### config.mk
export PLATFORM = sky130hd
export DESIGN_NAME = ntc_table_interpolator_core
export DESIGN_NICKNAME = d
export VERILOG_FILES = /design/src/rtl/core/ntc_pkg.sv /design/src/rtl/core/ntc_table_interpolator_core.sv /design/src/rtl/core/ntc_front.sv /design/src/rtl/core/ntc_queue.sv /design/src/rtl/core/ntc_back.sv
export VERILOG_INCLUDE_DIRS = /design/src /design/src/rtl/core
export SDC_FILE = /design/constraint.sdc
export NUM_CORES = 2
export LEC_CHECK = 0
export BUFFER_PORTS_ARGS = -buffer_cell sky130_fd_sc_hd__buf_2
export CAP_MARGIN = 5
export CORE_ASPECT_RATIO = 1.5
export CORE_MARGIN = 2
export CORE_UTILIZATION = 40
export DETAILED_ROUTE_END_ITERATION = 16
export GPL_ROUTABILITY_DRIVEN = 0
export SETUP_SLACK_MARGIN = 0.3
export SLEW_MARGIN = 20
export SYNTH_ARGS = -nofsm -noshare
export SYNTH_HDL_FRONTEND = slang
export SYNTH_HIERARCHICAL = 1
export SYNTH_MEMORY_MAX_BITS = 65536
export SYNTH_SLANG_ARGS = --single-unit
### constraint.sdc
create_clock -name clk -period 10.7 [get_ports clk]
set_input_delay 1.605 -clock clk [delete_from_list [all_inputs] [get_ports clk]]
set_output_delay 1.605 -clock clk [all_outputs]
set_load 0.05 [all_outputs]
### src/rtl/core/ntc_table_interpolator_core_assert.svh
// Assertion macros shared by the thermistor interpolator RTL.
// Each macro expects signals named clk and rst_n in the using module.
`ifndef NTC_TABLE_INTERPOLATOR_CORE_ASSERT_SVH
`define NTC_TABLE_INTERPOLATOR_CORE_ASSERT_SVH

// Same-cycle implication, checked outside reset.
`define NTC_ASSERT_IMP(lbl, ante, cons) \
  lbl: assert property (@(posedge clk) disable iff (!rst_n) (ante) |-> (cons)) \
    else $error("ntc assertion failed");

// Next-cycle implication, checked outside reset.
`define NTC_ASSERT_NXT(lbl, ante, cons) \
  lbl: assert property (@(posedge clk) disable iff (!rst_n) (ante) |=> (cons)) \
    else $error("ntc assertion failed");

`endif

### src/rtl/core/ntc_pkg.sv
// Shared types, constants and table functions for the thermistor interpolator.
// No dependencies.
package ntc_pkg;

  localparam int HELD_POINTS = 34;
  localparam int IDX_W       = 6;
  localparam int CENTI       = 100;
  localparam int SEG_SPAN    = 5 * CENTI;   // centi-degrees between two points
  localparam int RES_W       = 18;
  localparam int TEMP_W      = 16;
  localparam int SPAN_W      = 16;          // widest ohm step of one segment
  localparam int DIV_W       = 27;          // dividend / quotient width
  localparam int CNT_W       = $clog2(DIV_W);
  localparam int QUEUE_DEPTH = 2;
  localparam int QPTR_W      = 1;
  localparam int QCNT_W      = 2;

  typedef logic [IDX_W-1:0] idx_t;

  typedef enum logic [1:0] {
    F_IDLE,
    F_SCAN,
    F_PUSH
  } front_state_t;

  typedef enum logic [2:0] {
    B_IDLE,
    B_MUL,
    B_PREP,
    B_DIV,
    B_OUT
  } back_state_t;

  typedef struct packed {
    logic                     kind;
    logic                     miss;
    idx_t                     seg;
    logic [RES_W-1:0]         resistance;
    logic signed [TEMP_W-1:0] temperature;
  } q_entry_t;

  function automatic logic [RES_W-1:0] ntc_ohm(input idx_t idx);
    logic [RES_W-1:0] r;
    unique case (idx)
      6'd0:  r = 18'd195652;
      6'd1:  r = 18'd148171;
      6'd2:  r = 18'd113347;
      6'd3:  r = 18'd87559;
      6'd4:  r = 18'd68237;
      6'd5:  r = 18'd53650;
      6'd6:  r = 18'd42506;
      6'd7:  r = 18'd33892;
      6'd8:  r = 18'd27219;
      6'd9:  r = 18'd22021;
      6'd10: r = 18'd17926;
      6'd11: r = 18'd14674;
      6'd12: r = 18'd12081;
      6'd13: r = 18'd10000;
      6'd14: r = 18'd8315;
      6'd15: r = 18'd6948;
      6'd16: r = 18'd5834;
      6'd17: r = 18'd4917;
      6'd18: r = 18'd4161;
      6'd19: r = 18'd3535;
      6'd20: r = 18'd3014;
      6'd21: r = 18'd2586;
      6'd22: r = 18'd2228;
      6'd23: r = 18'd1925;
      6'd24: r = 18'd1669;
      6'd25: r = 18'd1452;
      6'd26: r = 18'd1268;
      6'd27: r = 18'd1110;
      6'd28: r = 18'd974;
      6'd29: r = 18'd858;
      6'd30: r = 18'd758;
      6'd31: r = 18'd672;
      6'd32: r = 18'd596;
      6'd33: r = 18'd531;
      default: r = '0;
    endcase
    return r;
  endfunction

  // Points sit every 5 degrees starting at -40 C.
  function automatic logic signed [TEMP_W-1:0] ntc_centi(input idx_t idx);
    int d;
    d = int'(idx) * SEG_SPAN - 40 * CENTI;
    return TEMP_W'(d);
  endfunction

endpackage

### src/rtl/core/ntc_table_interpolator_core.sv
// NTC thermistor table interpolator, top level.
// Converts ohms to centi-degrees (kind 0) or centi-degrees to ohms (kind 1)
// by linear interpolation over a constant table, -40 C to 125 C in 5 C steps.
// Input channel: in_valid / in_stall with in_kind, in_resistance_in and
// in_temperature_in; a request is taken when in_valid is high and in_stall low.
// Output channel: out_valid / out_stall with out_temperature_out,
// out_resistance_out and out_status; a result moves when out_valid is high and
// out_stall low. Every request yields exactly one result, in order.
// Out-of-table values return status 1 with both outputs zero.
// The front scans one segment per cycle, holding in_stall high from the accepted
// request until its entry has been pushed into the queue.
// On a hit the back multiplies, prepares and runs 27 divider steps before it
// writes the output; on a miss it goes straight to the output. A two-entry
// queue parts the two, so the sustained rate is set by the slower side.
// While out_stall is high the result is held, the back waits with its next
// answer, and the front keeps searching until the queue fills.
// Synchronous reset (rst_n low) empties the queue and clears out_valid.
module ntc_table_interpolator_core #(
  parameter int TABLE_POINTS = 34
) (
  input  logic                              clk,
  input  logic                              rst_n,
  input  logic                              in_valid,
  output logic                              in_stall,
  input  logic                              in_kind,
  input  logic [ntc_pkg::RES_W-1:0]         in_resistance_in,
  input  logic signed [ntc_pkg::TEMP_W-1:0] in_temperature_in,
  output logic                              out_valid,
  input  logic                              out_stall,
  output logic signed [ntc_pkg::TEMP_W-1:0] out_temperature_out,
  output logic [ntc_pkg::RES_W-1:0]         out_resistance_out,
  output logic                              out_status
);

  logic              push, full, pop, empty;
  ntc_pkg::q_entry_t push_data, pop_data;

  ntc_front #(
    .TABLE_POINTS(TABLE_POINTS)
  ) u_front (
    .clk               (clk),
    .rst_n             (rst_n),
    .in_valid          (in_valid),
    .in_stall          (in_stall),
    .in_kind           (in_kind),
    .in_resistance_in  (in_resistance_in),
    .in_temperature_in (in_temperature_in),
    .push              (push),
    .push_data         (push_data),
    .full              (full)
  );

  ntc_queue u_queue (
    .clk       (clk),
    .rst_n     (rst_n),
    .push      (push),
    .push_data (push_data),
    .full      (full),
    .pop       (pop),
    .pop_data  (pop_data),
    .empty     (empty)
  );

  ntc_back u_back (
    .clk                 (clk),
    .rst_n               (rst_n),
    .empty               (empty),
    .pop_data            (pop_data),
    .pop                 (pop),
    .out_valid           (out_valid),
    .out_stall           (out_stall),
    .out_temperature_out (out_temperature_out),
    .out_resistance_out  (out_resistance_out),
    .out_status          (out_status)
  );

endmodule

### src/rtl/core/ntc_front.sv
// Front end: accepts requests and scans the table for the matching segment.
// Depends on ntc_pkg; feeds ntc_queue.
module ntc_front #(
  parameter int TABLE_POINTS = 34
) (
  input  logic                             clk,
  input  logic                             rst_n,
  input  logic                             in_valid,
  output logic                             in_stall,
  input  logic                             in_kind,
  input  logic [ntc_pkg::RES_W-1:0]        in_resistance_in,
  input  logic signed [ntc_pkg::TEMP_W-1:0] in_temperature_in,
  output logic                             push,
  output ntc_pkg::q_entry_t                push_data,
  input  logic                             full
);

  localparam int USED = (TABLE_POINTS > ntc_pkg::HELD_POINTS) ?
                        ntc_pkg::HELD_POINTS : TABLE_POINTS;
  localparam int LAST_SEG = (USED >= 2) ? USED - 2 : 0;
  localparam bit NO_SEGS  = (USED < 2);

  ntc_pkg::front_state_t state_r, state_nxt;
  logic                             kind_r, kind_nxt;
  logic                             miss_r, miss_nxt;
  ntc_pkg::idx_t                    seg_r, seg_nxt;
  logic [ntc_pkg::RES_W-1:0]        res_r, res_nxt;
  logic signed [ntc_pkg::TEMP_W-1:0] temp_r, temp_nxt;

  logic [ntc_pkg::RES_W-1:0]         ohm_lo, ohm_hi;
  logic signed [ntc_pkg::TEMP_W-1:0] centi_lo, centi_hi;
  logic                              hit;

  always_comb begin
    ohm_lo   = ntc_pkg::ntc_ohm(seg_r);
    ohm_hi   = ntc_pkg::ntc_ohm(ntc_pkg::idx_t'(seg_r + 1'b1));
    centi_lo = ntc_pkg::ntc_centi(seg_r);
    centi_hi = ntc_pkg::ntc_centi(ntc_pkg::idx_t'(seg_r + 1'b1));
    if (!kind_r) begin
      hit = (res_r <= ohm_lo) && (res_r >= ohm_hi);
    end else begin
      hit = (temp_r >= centi_lo) && (temp_r <= centi_hi);
    end
  end

  always_comb begin
    state_nxt = state_r;
    kind_nxt  = kind_r;
    miss_nxt  = miss_r;
    seg_nxt   = seg_r;
    res_nxt   = res_r;
    temp_nxt  = temp_r;
    push      = 1'b0;
    in_stall  = (state_r != ntc_pkg::F_IDLE);
    unique case (state_r)
      ntc_pkg::F_IDLE: begin
        if (in_valid) begin
          kind_nxt  = in_kind;
          res_nxt   = in_resistance_in;
          temp_nxt  = in_temperature_in;
          seg_nxt   = '0;
          miss_nxt  = NO_SEGS;
          state_nxt = NO_SEGS ? ntc_pkg::F_PUSH : ntc_pkg::F_SCAN;
        end
      end
      ntc_pkg::F_SCAN: begin
        priority if (hit) begin
          miss_nxt  = 1'b0;
          state_nxt = ntc_pkg::F_PUSH;
        end else if (seg_r == ntc_pkg::idx_t'(LAST_SEG)) begin
          miss_nxt  = 1'b1;
          state_nxt = ntc_pkg::F_PUSH;
        end else begin
          seg_nxt = ntc_pkg::idx_t'(seg_r + 1'b1);
        end
      end
      ntc_pkg::F_PUSH: begin
        push = 1'b1;
        if (!full) begin
          state_nxt = ntc_pkg::F_IDLE;
        end
      end
      default: state_nxt = ntc_pkg::F_IDLE;
    endcase
  end

  assign push_data = '{kind: kind_r, miss: miss_r, seg: seg_r,
                       resistance: res_r, temperature: temp_r};

  always_ff @(posedge clk) begin
    if (!rst_n) begin
      state_r <= ntc_pkg::F_IDLE;
    end else begin
      state_r <= state_nxt;
    end
  end

  always_ff @(posedge clk) begin
    kind_r <= kind_nxt;
    miss_r <= miss_nxt;
    seg_r  <= seg_nxt;
    res_r  <= res_nxt;
    temp_r <= temp_nxt;
  end

endmodule

### src/rtl/core/ntc_queue.sv
// Two-entry request queue between the segment search and the interpolator.
// Depends on ntc_pkg.
`include "ntc_table_interpolator_core_assert.svh"

module ntc_queue (
  input  logic              clk,
  input  logic              rst_n,
  input  logic              push,
  input  ntc_pkg::q_entry_t push_data,
  output logic              full,
  input  logic              pop,
  output ntc_pkg::q_entry_t pop_data,
  output logic              empty
);

  ntc_pkg::q_entry_t               entries_r [ntc_pkg::QUEUE_DEPTH];
  logic [ntc_pkg::QPTR_W-1:0]      wr_ptr_r, rd_ptr_r;
  logic [ntc_pkg::QCNT_W-1:0]      count_r;
  logic                            do_push, do_pop;

  assign full     = (count_r == ntc_pkg::QCNT_W'(ntc_pkg::QUEUE_DEPTH));
  assign empty    = (count_r == '0);
  assign do_push  = push && !full;
  assign do_pop   = pop && !empty;
  assign pop_data = entries_r[rd_ptr_r];

  always_ff @(posedge clk) begin
    if (!rst_n) begin
      wr_ptr_r <= '0;
      rd_ptr_r <= '0;
      count_r  <= '0;
    end else begin
      if (do_push) begin
        wr_ptr_r <= wr_ptr_r + 1'b1;
      end
      if (do_pop) begin
        rd_ptr_r <= rd_ptr_r + 1'b1;
      end
      unique case ({do_push, do_pop})
        2'b10:   count_r <= count_r + 1'b1;
        2'b01:   count_r <= count_r - 1'b1;
        default: count_r <= count_r;
      endcase
    end
  end

  always_ff @(posedge clk) begin
    if (do_push) begin
      entries_r[wr_ptr_r] <= push_data;
    end
  end

  `NTC_ASSERT_IMP(a_count_bound, 1'b1, count_r <= ntc_pkg::QCNT_W'(ntc_pkg::QUEUE_DEPTH))
  `NTC_ASSERT_IMP(a_no_pop_empty, pop, !empty)

endmodule

### src/rtl/core/ntc_back.sv
// Back end: interpolates within the chosen segment with a shared multiplier
// and a bit-serial divider, then holds the result. Depends on ntc_pkg.
`include "ntc_table_interpolator_core_assert.svh"

module ntc_back (
  input  logic                              clk,
  input  logic                              rst_n,
  input  logic                              empty,
  input  ntc_pkg::q_entry_t                 pop_data,
  output logic                              pop,
  output logic                              out_valid,
  input  logic                              out_stall,
  output logic signed [ntc_pkg::TEMP_W-1:0] out_temperature_out,
  output logic [ntc_pkg::RES_W-1:0]         out_resistance_out,
  output logic                              out_status
);

  localparam int RES_W  = ntc_pkg::RES_W;
  localparam int TEMP_W = ntc_pkg::TEMP_W;
  localparam int SPAN_W = ntc_pkg::SPAN_W;
  localparam int DIV_W  = ntc_pkg::DIV_W;
  localparam int CNT_W  = ntc_pkg::CNT_W;

  ntc_pkg::back_state_t state_r, state_nxt;
  logic                     kind_r, kind_nxt;
  logic                     miss_r, miss_nxt;
  logic [RES_W-1:0]         rlo_r, rlo_nxt;
  logic [RES_W-1:0]         rhi_r, rhi_nxt;
  logic signed [TEMP_W-1:0] tlo_r, tlo_nxt;
  logic [RES_W-1:0]         res_r, res_nxt;
  logic signed [TEMP_W-1:0] temp_r, temp_nxt;
  logic [DIV_W-1:0]         prod_r, prod_nxt;
  logic [DIV_W-1:0]         quo_r, quo_nxt;
  logic [SPAN_W-1:0]        rem_r, rem_nxt;
  logic [SPAN_W-1:0]        divisor_r, divisor_nxt;
  logic [CNT_W-1:0]         cnt_r, cnt_nxt;
  logic                     out_valid_r, out_valid_nxt;
  logic signed [TEMP_W-1:0] out_temp_r, out_temp_nxt;
  logic [RES_W-1:0]         out_res_r, out_res_nxt;
  logic                     out_status_r, out_status_nxt;

  logic [RES_W-1:0]           ohm_diff, seg_ohms;
  logic signed [TEMP_W:0]     temp_diff;
  logic [RES_W-1:0]           mul_a;
  logic [SPAN_W-1:0]          mul_b;
  logic [RES_W+SPAN_W-1:0]    mul_full;
  logic [DIV_W-1:0]           base_ohms;
  logic [SPAN_W:0]            shifted, trial;
  logic                       round_up;
  logic signed [TEMP_W-1:0]   temp_res;

  always_comb begin
    ohm_diff  = rlo_r - res_r;
    seg_ohms  = rlo_r - rhi_r;
    temp_diff = temp_r - tlo_r;
    mul_a     = kind_r ? RES_W'(temp_diff[8:0]) : ohm_diff;
    mul_b     = kind_r ? seg_ohms[SPAN_W-1:0] : SPAN_W'(ntc_pkg::SEG_SPAN);
    mul_full  = mul_a * mul_b;
    base_ohms = DIV_W'(rlo_r) * DIV_W'(ntc_pkg::SEG_SPAN);
    shifted   = {rem_r, quo_r[DIV_W-1]};
    trial     = shifted - {1'b0, divisor_r};
    // Negative segment base: truncation toward zero rounds the fraction up.
    round_up  = tlo_r[TEMP_W-1] && (rem_r != '0);
    temp_res  = tlo_r + $signed({6'b0, quo_r[9:0]}) + $signed({15'b0, round_up});
  end

  always_comb begin
    state_nxt      = state_r;
    kind_nxt       = kind_r;
    miss_nxt       = miss_r;
    rlo_nxt        = rlo_r;
    rhi_nxt        = rhi_r;
    tlo_nxt        = tlo_r;
    res_nxt        = res_r;
    temp_nxt       = temp_r;
    prod_nxt       = prod_r;
    quo_nxt        = quo_r;
    rem_nxt        = rem_r;
    divisor_nxt    = divisor_r;
    cnt_nxt        = cnt_r;
    out_temp_nxt   = out_temp_r;
    out_res_nxt    = out_res_r;
    out_status_nxt = out_status_r;
    out_valid_nxt  = out_valid_r && out_stall;
    pop            = 1'b0;
    unique case (state_r)
      ntc_pkg::B_IDLE: begin
        if (!empty) begin
          pop       = 1'b1;
          kind_nxt  = pop_data.kind;
          miss_nxt  = pop_data.miss;
          res_nxt   = pop_data.resistance;
          temp_nxt  = pop_data.temperature;
          rlo_nxt   = ntc_pkg::ntc_ohm(pop_data.seg);
          rhi_nxt   = ntc_pkg::ntc_ohm(ntc_pkg::idx_t'(pop_data.seg + 1'b1));
          tlo_nxt   = ntc_pkg::ntc_centi(pop_data.seg);
          state_nxt = pop_data.miss ? ntc_pkg::B_OUT : ntc_pkg::B_MUL;
        end
      end
      ntc_pkg::B_MUL: begin
        prod_nxt  = mul_full[DIV_W-1:0];
        state_nxt = ntc_pkg::B_PREP;
      end
      ntc_pkg::B_PREP: begin
        if (kind_r) begin
          quo_nxt     = base_ohms - prod_r;
          divisor_nxt = SPAN_W'(ntc_pkg::SEG_SPAN);
        end else begin
          quo_nxt     = prod_r;
          divisor_nxt = seg_ohms[SPAN_W-1:0];
        end
        rem_nxt   = '0;
        cnt_nxt   = CNT_W'(DIV_W - 1);
        state_nxt = ntc_pkg::B_DIV;
      end
      ntc_pkg::B_DIV: begin
        // One restoring step per cycle, dividend shifts out as quotient shifts in.
        if (!trial[SPAN_W]) begin
          rem_nxt = trial[SPAN_W-1:0];
          quo_nxt = {quo_r[DIV_W-2:0], 1'b1};
        end else begin
          rem_nxt = shifted[SPAN_W-1:0];
          quo_nxt = {quo_r[DIV_W-2:0], 1'b0};
        end
        cnt_nxt = cnt_r - 1'b1;
        if (cnt_r == '0) begin
          state_nxt = ntc_pkg::B_OUT;
        end
      end
      ntc_pkg::B_OUT: begin
        // Hold until the output register is free.
        if (!out_valid_r || !out_stall) begin
          out_valid_nxt = 1'b1;
          if (miss_r) begin
            out_temp_nxt   = '0;
            out_res_nxt    = '0;
            out_status_nxt = 1'b1;
          end else if (kind_r) begin
            out_temp_nxt   = '0;
            out_res_nxt    = quo_r[RES_W-1:0];
            out_status_nxt = 1'b0;
          end else begin
            out_temp_nxt   = temp_res;
            out_res_nxt    = '0;
            out_status_nxt = 1'b0;
          end
          state_nxt = ntc_pkg::B_IDLE;
        end
      end
      default: state_nxt = ntc_pkg::B_IDLE;
    endcase
  end

  assign out_valid           = out_valid_r;
  assign out_temperature_out = out_temp_r;
  assign out_resistance_out  = out_res_r;
  assign out_status          = out_status_r;

  always_ff @(posedge clk) begin
    if (!rst_n) begin
      state_r     <= ntc_pkg::B_IDLE;
      out_valid_r <= 1'b0;
    end else begin
      state_r     <= state_nxt;
      out_valid_r <= out_valid_nxt;
    end
  end

  always_ff @(posedge clk) begin
    kind_r       <= kind_nxt;
    miss_r       <= miss_nxt;
    rlo_r        <= rlo_nxt;
    rhi_r        <= rhi_nxt;
    tlo_r        <= tlo_nxt;
    res_r        <= res_nxt;
    temp_r       <= temp_nxt;
    prod_r       <= prod_nxt;
    quo_r        <= quo_nxt;
    rem_r        <= rem_nxt;
    divisor_r    <= divisor_nxt;
    cnt_r        <= cnt_nxt;
    out_temp_r   <= out_temp_nxt;
    out_res_r    <= out_res_nxt;
    out_status_r <= out_status_nxt;
  end

  `NTC_ASSERT_IMP(a_miss_zero, out_valid_r && out_status_r,
                  out_temp_r == '0 && out_res_r == '0)
  `NTC_ASSERT_IMP(a_div_nonzero, state_r == ntc_pkg::B_DIV, divisor_r != '0)
  `NTC_ASSERT_NXT(a_div_done, state_r == ntc_pkg::B_DIV && cnt_r == '0,
                  state_r == ntc_pkg::B_OUT)

endmodule

==> summary.md <==
| Metric | Value |
|---|---|
| Cell Rows | `133` |
| Max Clock Skew | `0.0228 ns` |
| Core area | `~87,000 um^2` |
| Initial drt markers | `1,806` |
| DRC | `0` |
| F_max | `113 MHz` |
| Initial Util | `40.3%` |
| Worst skew pair latency | `slightly below 0.6 ns` |
| Ports | `76` |
| Clock sinks | `around 340` |
| Layout cells sized above 1 | `7.30%` |
| CP max-delay cell | `mux2i_2` |
| First-pass GRT wire length | `146,000 um` |
| GR Util met1 | `approximately 23%` |
| Fill count | `8,494` |
| Die W | `246 um` |
| GRT Overall Usage | `about 21%` |
| Status | `finished clean` |
| Crit Path Max Fanout | `34` |
| CTS max path bufs | `3` |
| Root Driver | `clkbuf_16` |
| DR pass1 iterations | `7` |
| Met2 usage | `around 38%` |
| GR peak layer | `met2` |
| Vias/cell | `5.35` |
| Routed Antenna Nets | `0` |
| Synthesis Warnings | `6` |
| Total setup buffers inserted after CTS | `0` |
| Worst hold path type | `reg -> reg` |
| Total grt overflow | `0` |
| Setup crit end kind | `flip-flop` |
| Req. time, crit path | `11.19 ns` |
| Crit Path Category | `reg -> reg` |
| Htree depth | `2` |
| Mapped Cells | `3,601` |
| Initial antenna violation count | `2` |
| CP delay by family, top | `adder cells` |
| Drt wl/cell | `19.0 um` |
| Register area | `~10,000 um^2` |
| RSZ-0062 raised after global routing | `no` |
| Post-CTS Resized | `0` |
| Reg clk slew, reported paths | `around 0.06 ns` |
| Data arrival, critical path | `9.37 ns` |
| Max stage delay on crit path | `0.79 ns` |
| Area of the multi-input gates | `approximately 23,000 um^2` |
| Nets | `4,430` |
| M3 GR Usage | `2.13%` |
| Final hold violations | `0` |
| Synth Area per Inst | `~10 um^2` |
| TNS Setup | `0 ns` |
| DR vias | `26,076` |
| N_diodes | `0` |
| Wirelength, routed | `92,400 um` |
| Minimum clock period | `8.89 ns` |
| Largest net degree at the start of global routing | `78` |
| CTS Hold Bufs | `0` |
| CP Launch Type | `flip-flop` |
| Final setup fails | `0` |
| Max cap viols | `0` |
| Final max-slew violation count | `0` |
| DP HPWL | `74,100 um` |
| Period Utilization, post-route | `83.1%` |
| Vias in the first global route | `26,495` |
| I/O Buffers | `between 70 and 80` |
| Die area | `90,500 um^2` |
| Worst-Margin Slew | `1.09 ns` |
| Area Overhead vs Synth | `8.91%` |
| Slew margin rel. | `27.0%` |
| CTS tree | `done` |
| Mapped Area | `approximately 35,000 um^2` |
| Total CTS buffers | `39` |
| Die height | `367 um` |
| CP Buf/Inv Count | `6` |
[stage by stage]
stage                     instance area, um^2  instances  worst slack, ns  utilization [%]  hold slack, ns
after floorplan                         35400       3661             1.43                -           0.445
after global placement                  37100       4806             2.00             42.5           0.480
after detailed placement                37100       4806             1.89             42.5           0.482
after CTS                               38300       4873             1.86             43.9           0.492
after global routing                    38300       4873             1.30             43.9           0.523
final                                   38300       4873             1.81             43.9           0.488
[layout by cell type, fill, tap and decap left out, types with 32 or more instances in the layout]
cell / n
buf_2: 75
conb_1: 62
ha_1: 385
o21ai_0: 126
clkbuf_16: 40
edfxtp_1: 315
buf_4: 42
and2_1: 63
mux2_2: 45
nor2_1: 244
a21o_1: 67
o21ai_1: 49
a21oi_1: 211
nor3_1: 59
nand2_1: 274
fa_1: 306
a211oi_1: 32
nand2b_1: 33
nand3_1: 71
xnor2_1: 126
inv_1: 524
mux2i_1: 50
xor2_1: 59
[metal layers]
metal	wire, um	vias to the layer above
li1	-	12462
met4	5350	0
met3	3200	216
met2	48900	679
met1	35000	12719
met5	0	-
[worst reg2reg max path, delay by kind of cell (launching register included)]
kind            cells  cell delay [ns]
compound gates      8             1.36
xor+xnor            2             0.30
fa+ha+maj           6             2.43
buf+inv             6             1.32
flops               1             0.73
mux                 3             1.70
simple gates        6             0.98
[worst paths after layout]
check,start,endpoint,slack (ns),depth (start not counted)
setup / recovery,u_front/seg_r[1],u_front/ohm_lo[2],1.81,31
hold reg to reg,u_queue/wr_ptr_r,u_queue/wr_ptr_r,0.49,2
setup reg to reg,u_front/seg_r[1],u_front/ohm_lo[2],1.81,31
hold / removal,u_queue/wr_ptr_r,u_queue/wr_ptr_r,0.49,2
[area by class of cell]
type | instances | share of cell area, %
timing repair buffer | 117 | 1.80
clock buffer | 44 | 2.68
sequential | 344 | 26.2
clock inverter | 23 | 0.594
tap | 1147 | 3.74
multi-input combinational | 2666 | 59.8
inverter | 532 | 5.22
[registers in the layout (all words and copies together) (netlist names), 9 cells and up, named ones only]
signal and cells:
u_back/divisor_r 16, u_back/out_resistance_out 18, u_back/out_temperature_out 16, u_back/prod_r 27, u_back/quo_r 27, u_back/rem_r 16, u_back/res_r 18, u_back/rhi_r 16
u_back/rlo_r 18, u_back/temp_r 9, u_back/tlo_r 14, u_front/ohm_lo 18, u_front/res_r 18, u_front/temp_r 16, u_queue/entries_r 70
Power is left out: the tool's default activity adds up to more than one toggle a clock period on the data nets, which glitch-free logic cannot reach.
